===== src/hw/rtl/sfd_pkg.sv =====
// Package for the stereo feedback delay: configuration record, sequencer
// states, datapath command/status records and Q1.16 helpers.
// No dependencies; used by sfd_ctrl, sfd_datapath and the top level.
package sfd_pkg;

    localparam int FIELD_W    = 24;   // width of one sample field on the streams
    localparam int GAIN_W     = 17;   // Q1.16 gain, 65536 is unity
    localparam int DELAY_W    = 16;   // delay limits in samples
    localparam int CFG_IDX_W  = 3;
    localparam int CFG_DATA_W = 17;

    localparam logic [GAIN_W-1:0] UNITY    = 17'h10000;
    localparam logic [GAIN_W-1:0] HALF_LSB = 17'h08000;

    // Configuration register indexes
    typedef enum logic [CFG_IDX_W-1:0] {
        REG_FEEDBACK   = 3'd0,
        REG_TIME       = 3'd1,
        REG_DELAY_MIN  = 3'd2,
        REG_DELAY_MAX  = 3'd3,
        REG_INPUT_GAIN = 3'd4,
        REG_DEZAP      = 3'd5,
        REG_FADE_STEP  = 3'd6,
        REG_FADE_POLE  = 3'd7
    } cfg_reg_t;

    typedef struct packed {
        logic [GAIN_W-1:0]  feedback_setting;
        logic [GAIN_W-1:0]  time_setting;
        logic [DELAY_W-1:0] delay_min;
        logic [DELAY_W-1:0] delay_max;
        logic [GAIN_W-1:0]  input_gain;
        logic [GAIN_W-1:0]  dezap_coef;
        logic [GAIN_W-1:0]  fade_step;
        logic [GAIN_W-1:0]  fade_pole;
    } cfg_t;

    localparam cfg_t CFG_RESET = '{
        feedback_setting: 17'd32768,
        time_setting:     17'd32768,
        delay_min:        16'd2400,
        delay_max:        16'd64800,
        input_gain:       17'd65536,
        dezap_coef:       17'd64,
        fade_step:        17'd64,
        fade_pole:        17'd65024
    };

    // Sequencer states: ring clear, idle, then one per step of the per-sample schedule
    typedef enum logic [4:0] {
        ST_CLEAR,
        ST_IDLE,
        ST_FB_MUL0,
        ST_FB_MUL1,
        ST_SPAN_MUL,
        ST_FB_WR,
        ST_UPDATE,
        ST_RING_RD,
        ST_FADE_WR,
        ST_DLY_L,
        ST_DLY_R,
        ST_OUT_L,
        ST_OUT_R,
        ST_MIX_L,
        ST_STORE_L,
        ST_MIX_R,
        ST_DONE
    } state_t;

    // Operand pair for the shared multiplier
    typedef enum logic [3:0] {
        MUL_NONE,
        MUL_FB_HOLD,   // (1 - coef) * smoothed feedback
        MUL_FB_SET,    // coef * feedback setting
        MUL_SPAN,      // time setting * delay span
        MUL_FADE,      // fade pole * fade gain
        MUL_DLY_L,     // fade gain * delayed left
        MUL_DLY_R,
        MUL_IN_L,      // input gain * left input
        MUL_IN_R,
        MUL_FBK_L,     // feedback * left output
        MUL_FBK_R
    } mul_sel_t;

    typedef enum logic [1:0] {
        ACC_HOLD,
        ACC_LOAD,
        ACC_ADD,
        ACC_FADE       // product plus the fade target term
    } acc_op_t;

    // Destination of the rounded accumulator
    typedef enum logic [2:0] {
        WR_NONE,
        WR_FB,
        WR_FADE,
        WR_Y_L,
        WR_Y_R,
        WR_W_L
    } wr_sel_t;

    typedef struct packed {
        mul_sel_t mul;
        acc_op_t  acc;
        wr_sel_t  wr;
        logic     capture;    // latch the input pair
        logic     update;     // offset, write position and fade count
        logic     ring_rd;
        logic     ring_wr;
        logic     clear_wr;
        logic     out_load;
    } cmd_t;

    typedef struct packed {
        logic clear_last;
    } status_t;

    function automatic logic [GAIN_W-1:0] clamp_unity(input logic [GAIN_W-1:0] v);
        return (v > UNITY) ? UNITY : v;
    endfunction

endpackage


===== src/hw/rtl/sfd_ctrl.sv =====
// Sequencer for the stereo feedback delay: walks the per-sample schedule
// and owns the stream handshakes. Depends on sfd_pkg.
module sfd_ctrl
(
    input  logic             clk,
    input  logic             rst_n,
    input  logic             in_valid,
    output logic             in_ready,
    output logic             out_valid,
    input  logic             out_ready,
    input  sfd_pkg::status_t status,
    output sfd_pkg::cmd_t    cmd
);

    sfd_pkg::state_t state_reg;
    sfd_pkg::state_t state_next;
    logic            out_valid_reg;
    logic            out_valid_next;

    always_ff @(posedge clk or negedge rst_n)
    begin
        if (!rst_n)
        begin
            state_reg     <= sfd_pkg::ST_CLEAR;
            out_valid_reg <= 1'b0;
        end
        else
        begin
            state_reg     <= state_next;
            out_valid_reg <= out_valid_next;
        end
    end

    always_comb
    begin
        cmd            = '0;
        state_next     = state_reg;
        in_ready       = 1'b0;
        out_valid_next = out_valid_reg && !out_ready;
        case (state_reg)
            sfd_pkg::ST_CLEAR:
            begin
                cmd.clear_wr = 1'b1;
                if (status.clear_last)
                begin
                    state_next = sfd_pkg::ST_IDLE;
                end
            end
            sfd_pkg::ST_IDLE:
            begin
                in_ready = 1'b1;
                if (in_valid)
                begin
                    cmd.capture = 1'b1;
                    state_next  = sfd_pkg::ST_FB_MUL0;
                end
            end
            sfd_pkg::ST_FB_MUL0:
            begin
                cmd.mul    = sfd_pkg::MUL_FB_HOLD;
                state_next = sfd_pkg::ST_FB_MUL1;
            end
            sfd_pkg::ST_FB_MUL1:
            begin
                cmd.mul    = sfd_pkg::MUL_FB_SET;
                cmd.acc    = sfd_pkg::ACC_LOAD;
                state_next = sfd_pkg::ST_SPAN_MUL;
            end
            sfd_pkg::ST_SPAN_MUL:
            begin
                cmd.mul    = sfd_pkg::MUL_SPAN;
                cmd.acc    = sfd_pkg::ACC_ADD;
                state_next = sfd_pkg::ST_FB_WR;
            end
            sfd_pkg::ST_FB_WR:
            begin
                cmd.wr     = sfd_pkg::WR_FB;
                cmd.acc    = sfd_pkg::ACC_LOAD;
                state_next = sfd_pkg::ST_UPDATE;
            end
            sfd_pkg::ST_UPDATE:
            begin
                cmd.update = 1'b1;
                cmd.mul    = sfd_pkg::MUL_FADE;
                state_next = sfd_pkg::ST_RING_RD;
            end
            sfd_pkg::ST_RING_RD:
            begin
                cmd.ring_rd = 1'b1;
                cmd.acc     = sfd_pkg::ACC_FADE;
                state_next  = sfd_pkg::ST_FADE_WR;
            end
            sfd_pkg::ST_FADE_WR:
            begin
                cmd.wr     = sfd_pkg::WR_FADE;
                state_next = sfd_pkg::ST_DLY_L;
            end
            sfd_pkg::ST_DLY_L:
            begin
                cmd.mul    = sfd_pkg::MUL_DLY_L;
                state_next = sfd_pkg::ST_DLY_R;
            end
            sfd_pkg::ST_DLY_R:
            begin
                cmd.mul    = sfd_pkg::MUL_DLY_R;
                cmd.acc    = sfd_pkg::ACC_LOAD;
                state_next = sfd_pkg::ST_OUT_L;
            end
            sfd_pkg::ST_OUT_L:
            begin
                cmd.wr     = sfd_pkg::WR_Y_L;
                cmd.acc    = sfd_pkg::ACC_LOAD;
                cmd.mul    = sfd_pkg::MUL_IN_L;
                state_next = sfd_pkg::ST_OUT_R;
            end
            sfd_pkg::ST_OUT_R:
            begin
                cmd.wr     = sfd_pkg::WR_Y_R;
                cmd.mul    = sfd_pkg::MUL_FBK_L;
                cmd.acc    = sfd_pkg::ACC_LOAD;
                state_next = sfd_pkg::ST_MIX_L;
            end
            sfd_pkg::ST_MIX_L:
            begin
                cmd.mul    = sfd_pkg::MUL_IN_R;
                cmd.acc    = sfd_pkg::ACC_ADD;
                state_next = sfd_pkg::ST_STORE_L;
            end
            sfd_pkg::ST_STORE_L:
            begin
                cmd.wr     = sfd_pkg::WR_W_L;
                cmd.mul    = sfd_pkg::MUL_FBK_R;
                cmd.acc    = sfd_pkg::ACC_LOAD;
                state_next = sfd_pkg::ST_MIX_R;
            end
            sfd_pkg::ST_MIX_R:
            begin
                cmd.acc    = sfd_pkg::ACC_ADD;
                state_next = sfd_pkg::ST_DONE;
            end
            sfd_pkg::ST_DONE:
            begin
                // hold the ring write until the result register frees up
                cmd.ring_wr = 1'b1;
                if (!out_valid_reg || out_ready)
                begin
                    cmd.out_load   = 1'b1;
                    out_valid_next = 1'b1;
                    state_next     = sfd_pkg::ST_IDLE;
                end
            end
            default:
            begin
                state_next = sfd_pkg::ST_IDLE;
            end
        endcase
    end

    assign out_valid = out_valid_reg;

    a_no_overwrite: assert property (@(posedge clk) disable iff (!rst_n)
        cmd.out_load |-> (!out_valid_reg || out_ready))
        else $error("result register overwritten while still pending");

    a_accept_starts: assert property (@(posedge clk) disable iff (!rst_n)
        (in_valid && in_ready) |=> (state_reg == sfd_pkg::ST_FB_MUL0))
        else $error("accepted transfer did not start the schedule");

    a_result_from_done: assert property (@(posedge clk) disable iff (!rst_n)
        $rose(out_valid_reg) |-> $past(state_reg == sfd_pkg::ST_DONE))
        else $error("result raised outside the final step");

endmodule


===== config.mk =====
export PLATFORM = sky130hd
export DESIGN_NAME = sfd_ctrl
export DESIGN_NICKNAME = d
export VERILOG_FILES = /design/src/hw/rtl/sfd_pkg.sv /design/src/hw/rtl/sfd_ctrl.sv
export SDC_FILE = /design/constraint.sdc
export NUM_CORES = 1
export LEC_CHECK = 0
export BUFFER_PORTS_ARGS = -buffer_cell sky130_fd_sc_hd__clkbuf_2
export CORE_MARGIN = 3
export CORE_UTILIZATION = 41
export DETAILED_ROUTE_END_ITERATION = 12
export HOLD_SLACK_MARGIN = 0.1
export PLACE_DENSITY_LB_ADDON = 0.25
export SKIP_CTS_REPAIR_TIMING = 1
export SLEW_MARGIN = 10
export SYNTH_ARGS = -nofsm -noshare
export SYNTH_HDL_FRONTEND = slang
export SYNTH_SLANG_ARGS = --single-unit

===== constraint.sdc =====
create_clock -name clk -period 1.1 [get_ports clk]
set_input_delay 0.055 -clock clk [delete_from_list [all_inputs] [get_ports clk]]
set_output_delay 0.055 -clock clk [all_outputs]
set_load 0.005 [all_outputs]

==> flow_summary.yaml, run 1 <==
global_route:
  grt_overflow: 0
  grt_pass1_vias: 534
  grt_util_all_layers: 0.181
  grt_max_degree: 11
  grt_pass1_wl_mm: 2.38
  antenna_found_initial: 0
floorplan:
  start_util: 0.456
  core_area_mm2: 0.00117
  die_x_um: 42.1
  pin_count: 22
  dieArea_mm2: 0.00177
  rows: 12
  die_h_um: 42.1
timing:
  layout_setup_ws_ps: -449
  min_period_ps: 1550
  finalSetupViolations: 20
  finalMaxSlewViolations: 0
  rsz0062_at_grt: "true"
  period_share: 1.41
  clock_skew_ps: 14.9
  tightest_slew_ps: 281
  fmax_ghz: 0.645
  hold_violations: 0
  holdWs_ps: 172
  slew_headroom: 0.811
synthesis:
  ys_types: 31
  synth_edf_count: 0
  yosys.area.top_type_share: 0.281
  syn_area_per_cell_um2: 7.42
  ys_seq_area_frac: 0.281
  synth_seq_cells: 6
  ys.flop_type: "dfrtp_1"
  synth_top_area_cell: "dfrtp_1"
  async_flop_share: 1.00
  netlist_top_cells_count: "nor2_1 (9), nor2b_1 (7), dfrtp_1 (6), nand2_1 (5), o21ai_0 (5)"
  yosysWarnings: 0
  syn-num-nets: 77
  synthCells: 72
  yosysMostFrequentCell: "nor2_1"
  synthTopCellsByArea: "dfrtp_1 (28%), nor2b_1 (8.2%), nor2_1 (6.3%)"
  syn_area_um2: 534
detailed_routing:
  vias: 751
  wire_per_inst_um: 15.6
  drcViolationCount: 0
  wl_mm: 2.04
  drtIter0Drc: 39
  vias_per_cell: 5.73
  drtPass1Iterations: 4
  antenna_left: 0
finish:
  largest_register_ffs: 5
  layoutNonFillerInstCount: 131
  final_area_um2: 972
  fin_util: 0.830
  antenna_cells: 0
  fin_nets: 124
  drive_gt1_frac: 0.598
  area_growth_pct: 82.0
setup_path:
  worstSetupEndpointType: "primary output"
  crit_family: "flip-flops"
  cp_max_fo: 6
  critPathKind: "register to primary output"
  crit_chain: "or3b_1 -> a21o_1 -> a21oi_2 -> clkbuf_2"
  slowest_delay_ps: 440
  critPathSlowestCell: "dfrtp_2"
  crit_required_ps: 1040
  arrival_ps: 1490
  crit_buf_inv: 1
  critPathLaunchType: "register"
power_and_ir_drop:
  p_per_area_mw_per_mm2: 3230
  ir_drop_mv: 1.81
  leakagePower_uw: 0.000483
  power.total_uw: 3140
placed_design:
  placedCellCount: 116
  numPortBuffers: 21
  dp_hpwl_mm: 1.15
  gp_congestion: 0.766
  placed_area_um2: 751
cts:
  cts_buffers: 3
  htreeDepth: 1
  tritoncts: "yes"
  cts_buffer_depth: 2
  cts.sinks: 6
  clk_latency_ps: 250
  path_clk_slew_ps: 60
  cts_root_buf: "clkbuf_4"
outcome:
  run_status: "finished, violations left"
  violations: "negative setup slack"
min_path:
  hp-class: "input pin to asynchronous set/reset pin"
run:
  maxCapViolations: 0
final cells by class:
| cell class | instances | area, um^2 |
|---|---|---|
| Clock buffer | 3 | 22.5 |
| Fill cell | 67 | 199 |
| Inverter | 3 | 11.3 |
| Multi-Input combinational cell | 57 | 429 |
| Sequential cell | 6 | 155 |
| Tap cell | 14 | 17.5 |
| Timing Repair Buffer | 48 | 337 |
kinds of logic after synthesis:
| logic type | share of synthesized area |
|---|---|
| AO/OA/AOI/OAI | 0.173 |
| XOR/XNOR | 0.0656 |
| buffers and inverters | 0.0843 |
| flip-flops | 0.281 |
| AND/OR/NAND/NOR | 0.396 |
per-layer routing:
layer  vias to the layer above  part of all wire  track usage  wire, um
met4                         0             0.023        0.130        47
met5                         -                 0            0         0
met1                       358              0.40        0.207       815
li1                        337                 -            -         -
met2                        50              0.49        0.290       990
met3                         6             0.092       0.0429       187
path summary, 6_finish.rpt:
path	start	slack [ps]	depth (start not counted)	to
min in group clk	status	220	4	state_reg[0]
max in group asynchronous	rst_n	740	2	state_reg[4]
hold reg to reg	out_valid	570	2	out_valid
hold / removal	rst_n	170	2	state_reg[1]
setup / recovery	state_reg[3]	-450	4	cmd[11]
setup reg to reg	state_reg[3]	-320	5	state_reg[0]
metrics by stage:
| step | setup WS [ps] | TNS [ps] |
|---|---|---|
| after floorplan | -68.6 | -125 |
| after global placement | -150 | -1090 |
| after detailed placement | -180 | -1310 |
| after CTS | -460 | -5620 |
| after global routing | -522 | -7030 |
| final | -449 | -5560 |
cells in the final DEF (no fill, tap or decap), drive strengths merged, types with 3 or more instances in the layout:
cell,instances
a21oi,4
nor2b,7
buf,28
nand2,5
nor4,3
nor2,9
dlygate4sd3,3
inv,3
xor2,3
dfrtp,6
clkbuf,20
o21ai,5
where the power goes:
part           total (uW)  internal, uW  switching [uW]  leakage, uW
clock                 213           124            88.6    0.0000138
sequential            475           325             149    0.0000704
combinational        2450          1300            1150     0.000398
total                3140          1750            1390     0.000483
No activity file was read; power rests on OpenSTA's default activity.
==> run 2, diff against run 1 <==
Settings changed: PLACE_DENSITY_LB_ADDON 0.25 to 0.3, SLEW_MARGIN 10 to 25.
==> run 2 against run 1 <==
- the run still ends with negative setup slack left
- sequential cell count is the same
- die area unchanged
- clock-buffer cell count unchanged
- cell area fell by 0.39%
- total power decreased by 1.1%
- cell count fell by 2.3%
- routed wire length is 1.1% higher
- worst setup slack got worse by 16 ps
- sequential share of layout area up 0.19 points
- critical path depth up 1
==> flow_summary.yaml, run 2 (same netlist as run 1, synthesis figures left out) <==
finish:
  layout_common_cells: "clkbuf_2 (16), buf_4 (14), buf_6 (7)"
  multiInputGateArea_um2: 442
  fill_cells: 91
  final_common_cell: "clkbuf_2"
  area.sequential_um2: 156
  area_growth_pct: 81.3
  antenna_cells: 0
  drive_gt1_frac: 0.605
  largest_register_ffs: 5
  fin_nets: 121
setup_path:
  critPathLaunchType: "register"
  crit_buf_inv: 2
  regToRegEndpoint: "state_reg[0]"
  critPathKind: "register to primary output"
  crit_family: "simple AND/OR/NAND/NOR gates"
  cp_max_fo: 6
  slowest_delay_ps: 420
  r2r_cells: 5
  worstSetupEndpointType: "primary output"
  path_depth: 5
  r2r_slack_ps: -330
  crit_chain: "buf_4 -> nand2b_4 -> nor4_4 -> and2_1 -> clkbuf_2"
  r2r-start: "state_reg[2]"
  crit_required_ps: 1040
  critPathSlowestCell: "dfrtp_2"
  arrival_ps: 1510
  worstSetupStartpoint: "state_reg[0]"
  crit_path_end: "cmd[5]"
floorplan:
  die_h_um: 42.1
  core_area_mm2: 0.00117
  rows: 12
  start_util: 0.456
  die_x_um: 42.1
  dieArea_mm2: 0.00177
  pin_count: 22
detailed_routing:
  antenna_left: 0
  dr.max_layer_used: "met4"
  wl_mm: 2.06
  wl_met2_mm: 1.02
  drtPass1Iterations: 4
  vias: 707
  wire_per_inst_um: 16.1
  drtIter0Drc: 19
  wl_met3_um: 128
  vias_per_cell: 5.52
  wl_met1_um: 824
  drcViolationCount: 0
global_route:
  grt_overflow: 0
  grt_pass1_vias: 563
  grt_util_all_layers: 0.185
  grt_pass1_wl_mm: 2.50
  grt_max_degree: 14
  antenna_found_initial: 0
timing:
  setup_tns_ps: -5640
  period_share: 1.42
  fmax_ghz: 0.639
  finalMaxSlewViolations: 0
  finalSetupViolations: 21
  rsz0062_at_grt: "true"
  tightest_slew_ps: 286
  slew_headroom: 0.808
  min_period_ps: 1570
  layout_setup_ws_ps: -465
  hold_violations: 0
  clock_skew_ps: 2.50
cts:
  clk_latency_ps: 250
  cts_buffers: 3
  tritoncts: "yes"
  path_clk_slew_ps: 50
  htreeDepth: 1
  cts.sinks: 6
  cts_root_buf: "clkbuf_4"
  cts_buffer_depth: 2
power_and_ir_drop:
  ir_drop_mv: 1.80
  p_per_area_mw_per_mm2: 3210
  leakagePower_uw: 0.000471
  power.total_uw: 3100
placed_design:
  dp_hpwl_mm: 1.08
  numPortBuffers: 21
  gp_congestion: 0.779
min_path:
  hp-class: "input pin to asynchronous set/reset pin"
outcome:
  violations: "negative setup slack"
  run_status: "finished, violations left"
run:
  maxCapViolations: 0
run 2: cell count changes in the layout (fill, tap and decap cells not counted), moves of 2 or more:
cell,before,now
o21ai_0,1,4
o21ai_1,3,1
buf_2,3,5
buf_6,5,7
buf_4,20,14
run 2: area by class of cell:
cell class,instances,area share
clock buffer,3,0.0233
inverter,3,0.0116
multi-input combinational,57,0.456
sequential,6,0.161
tap,14,0.0181
timing repair buffer,45,0.329
run 2: worst min path at each step:
stage	cells past startpoint	slack, ps	end	startpoint
final	2	200	out_valid	rst_n
after detailed placement	1	-110	state_reg[4]	rst_n
after floorplan	0	-240	out_valid	rst_n
after global routing	2	220	out_valid	rst_n
after CTS	1	-370	state_reg[4]	rst_n
after global placement	1	-120	state_reg[4]	rst_n
run 2: worst reg2reg max path, delay by kind of cell, from the launching register on:
family	cells	cell delay [ps]
buf+inv	2	330
simple gates	1	260
flops	1	440
compound gates	2	300
run 2: through the flow:
step	cell area [um^2]	hold WS (ps)	worst slack, ps	std cells	utilization
2_1_floorplan	556	-241	-68.6	72	-
3_3_place_gp	743	-117	-176	115	0.635
3_5_place_dp	743	-112	-192	115	0.635
4_1_cts	766	-373	-466	118	0.654
5_1_grt	968	224	-547	128	0.827
6_report	968	196	-465	128	0.827
run 2: layer usage:
metal,vias to the layer above,GRT usage
li1,330,-
met5,-,0
met3,10,0.0815
met4,0,0.0745
met1,335,0.233
met2,32,0.272
run 2: where the power goes:
group	internal, uW	total [uW]	switching (uW)
sequential	330	499	169
combinational	1250	2400	1140
clock	124	209	85.6
==> run 3, diff against run 2 <==
Settings changed: TNS_END_PERCENT set to 1.
==> run 3 against run 2 <==
- the flow still finishes with violations (negative setup slack)
- critical path type unchanged
- fmax down 0.82%
- sequential power shrank 6.8%
- first-iteration DRC count up 21%
- critical endpoint unchanged
- utilization down 1.3 points
- clock-buffer cell count unchanged
- worst hold slack got worse by 39 ps
- largest cell class unchanged
==> flow_summary.yaml, run 3 (same netlist as run 1, synthesis figures left out) <==
timing:
  rsz0062_at_grt: "true"
  slew_headroom: 0.782
  setup_tns_ps: -5540
  tightest_slew_ps: 325
  clock_skew_ps: 9.91
  finalSetupViolations: 18
  period_share: 1.43
  finalMaxSlewViolations: 0
  fmax_ghz: 0.634
  layout_setup_ws_ps: -478
  hold_violations: 0
  min_period_ps: 1580
setup_path:
  cp_max_fo: 8
  worstSetupEndpointType: "primary output"
  r2r-start: "state_reg[3]"
  critPathSlowestCell: "dfrtp_2"
  worstSetupStartpoint: "state_reg[3]"
  crit_family: "simple AND/OR/NAND/NOR gates"
  crit_buf_inv: 1
  crit_required_ps: 1040
  path_depth: 4
  crit_chain: "nand2b_4 -> nor4_4 -> and2_4 -> buf_6"
  r2r_cells: 4
  arrival_ps: 1520
  critPathKind: "register to primary output"
  critPathLaunchType: "register"
  slowest_delay_ps: 470
power_and_ir_drop:
  p_per_area_mw_per_mm2: 3230
  leakagePower_uw: 0.000467
  ir_drop_mv: 1.80
placed_design:
  numPortBuffers: 21
  placed_area_um2: 724
  pre_cts_slack_ps: -215
  gp_congestion: 0.898
  dp_hpwl_mm: 1.09
outcome:
  violations: "negative setup slack"
  run_status: "finished, violations left"
cts:
  cts.sinks: 6
  cts_buffers: 3
  cts_buffer_depth: 2
  htreeDepth: 1
  path_clk_slew_ps: 50
  tritoncts: "yes"
  clk_latency_ps: 260
  cts_root_buf: "clkbuf_4"
run:
  maxCapViolations: 0
detailed_routing:
  wl_mm: 2.09
  drtIter0Drc: 23
  vias: 706
  antenna_left: 0
  drtPass1Iterations: 4
  drcViolationCount: 0
  wire_per_inst_um: 16.4
  vias_per_cell: 5.56
finish:
  fin_nets: 120
  layout_common_cells: "buf_4 (17), clkbuf_2 (15), nor2b_1 (5), nor2_1 (5), buf_6 (5)"
  area_growth_pct: 78.5
  final_area_um2: 953
  antenna_cells: 0
  drive_gt1_frac: 0.602
  final_common_cell: "buf_4"
  largest_register_ffs: 5
floorplan:
  core_area_mm2: 0.00117
  die_x_um: 42.1
  pin_count: 22
  die_h_um: 42.1
  rows: 12
  dieArea_mm2: 0.00177
  start_util: 0.456
global_route:
  grt_util_all_layers: 0.164
  grt_max_degree: 15
  grt_overflow: 0
  grt_pass1_vias: 512
  antenna_found_initial: 0
  grt_pass1_wl_mm: 2.21
min_path:
  hp-class: "input pin to asynchronous set/reset pin"
## run 3: per-stage QoR
step	util	hold slack, ps	instances	power, uW
floorplan	-	-241	72	1450
global placement	0.619	-111	114	2040
detailed placement	0.619	-108	114	2070
CTS	0.638	-376	117	2310
global route	0.814	163	127	3270
finish	0.814	156	127	3080
## run 3: final timing paths
path                            slack [ps]            to
worst max-delay path                  -480        cmd[5]
worst min-delay path                   160  state_reg[4]
worst max register to register        -260  state_reg[1]
worst min register to register         560     out_valid
max in group asynchronous              760  state_reg[2]
min in group clk                       180  state_reg[4]
## run 3: power breakdown
| part | switching [uW] | leakage (uW) | internal, uW |
|---|---|---|---|
| clock network | 95.3 | 0.0000138 | 124 |
| registers | 140 | 0.0000705 | 325 |
| logic | 1170 | 0.000383 | 1230 |
| total | 1400 | 0.000467 | 1680 |
## run 3: cell type report
type                    count  area (um^2)
flip-flops and latches      6          155
inverters                   3         11.3
repair buffers             44          309
fillers                    77          218
clock buffers               3         22.5
well taps                  14         17.5
multi-input cells          57          438
## run 3: worst register-to-register path: stages (launching register included)
cell	delay, ps
dfrtp_2	470
nand2b_4	170
nor4_4	310
buf_4	180
a211oi_1	90
## run 3: metal layers
| metal | track usage | wire, um |
|---|---|---|
| met5 | 0 | 0 |
| met4 | 0.0745 | 35 |
| met3 | 0.0515 | 100 |
| met2 | 0.275 | 1090 |
| met1 | 0.189 | 862 |
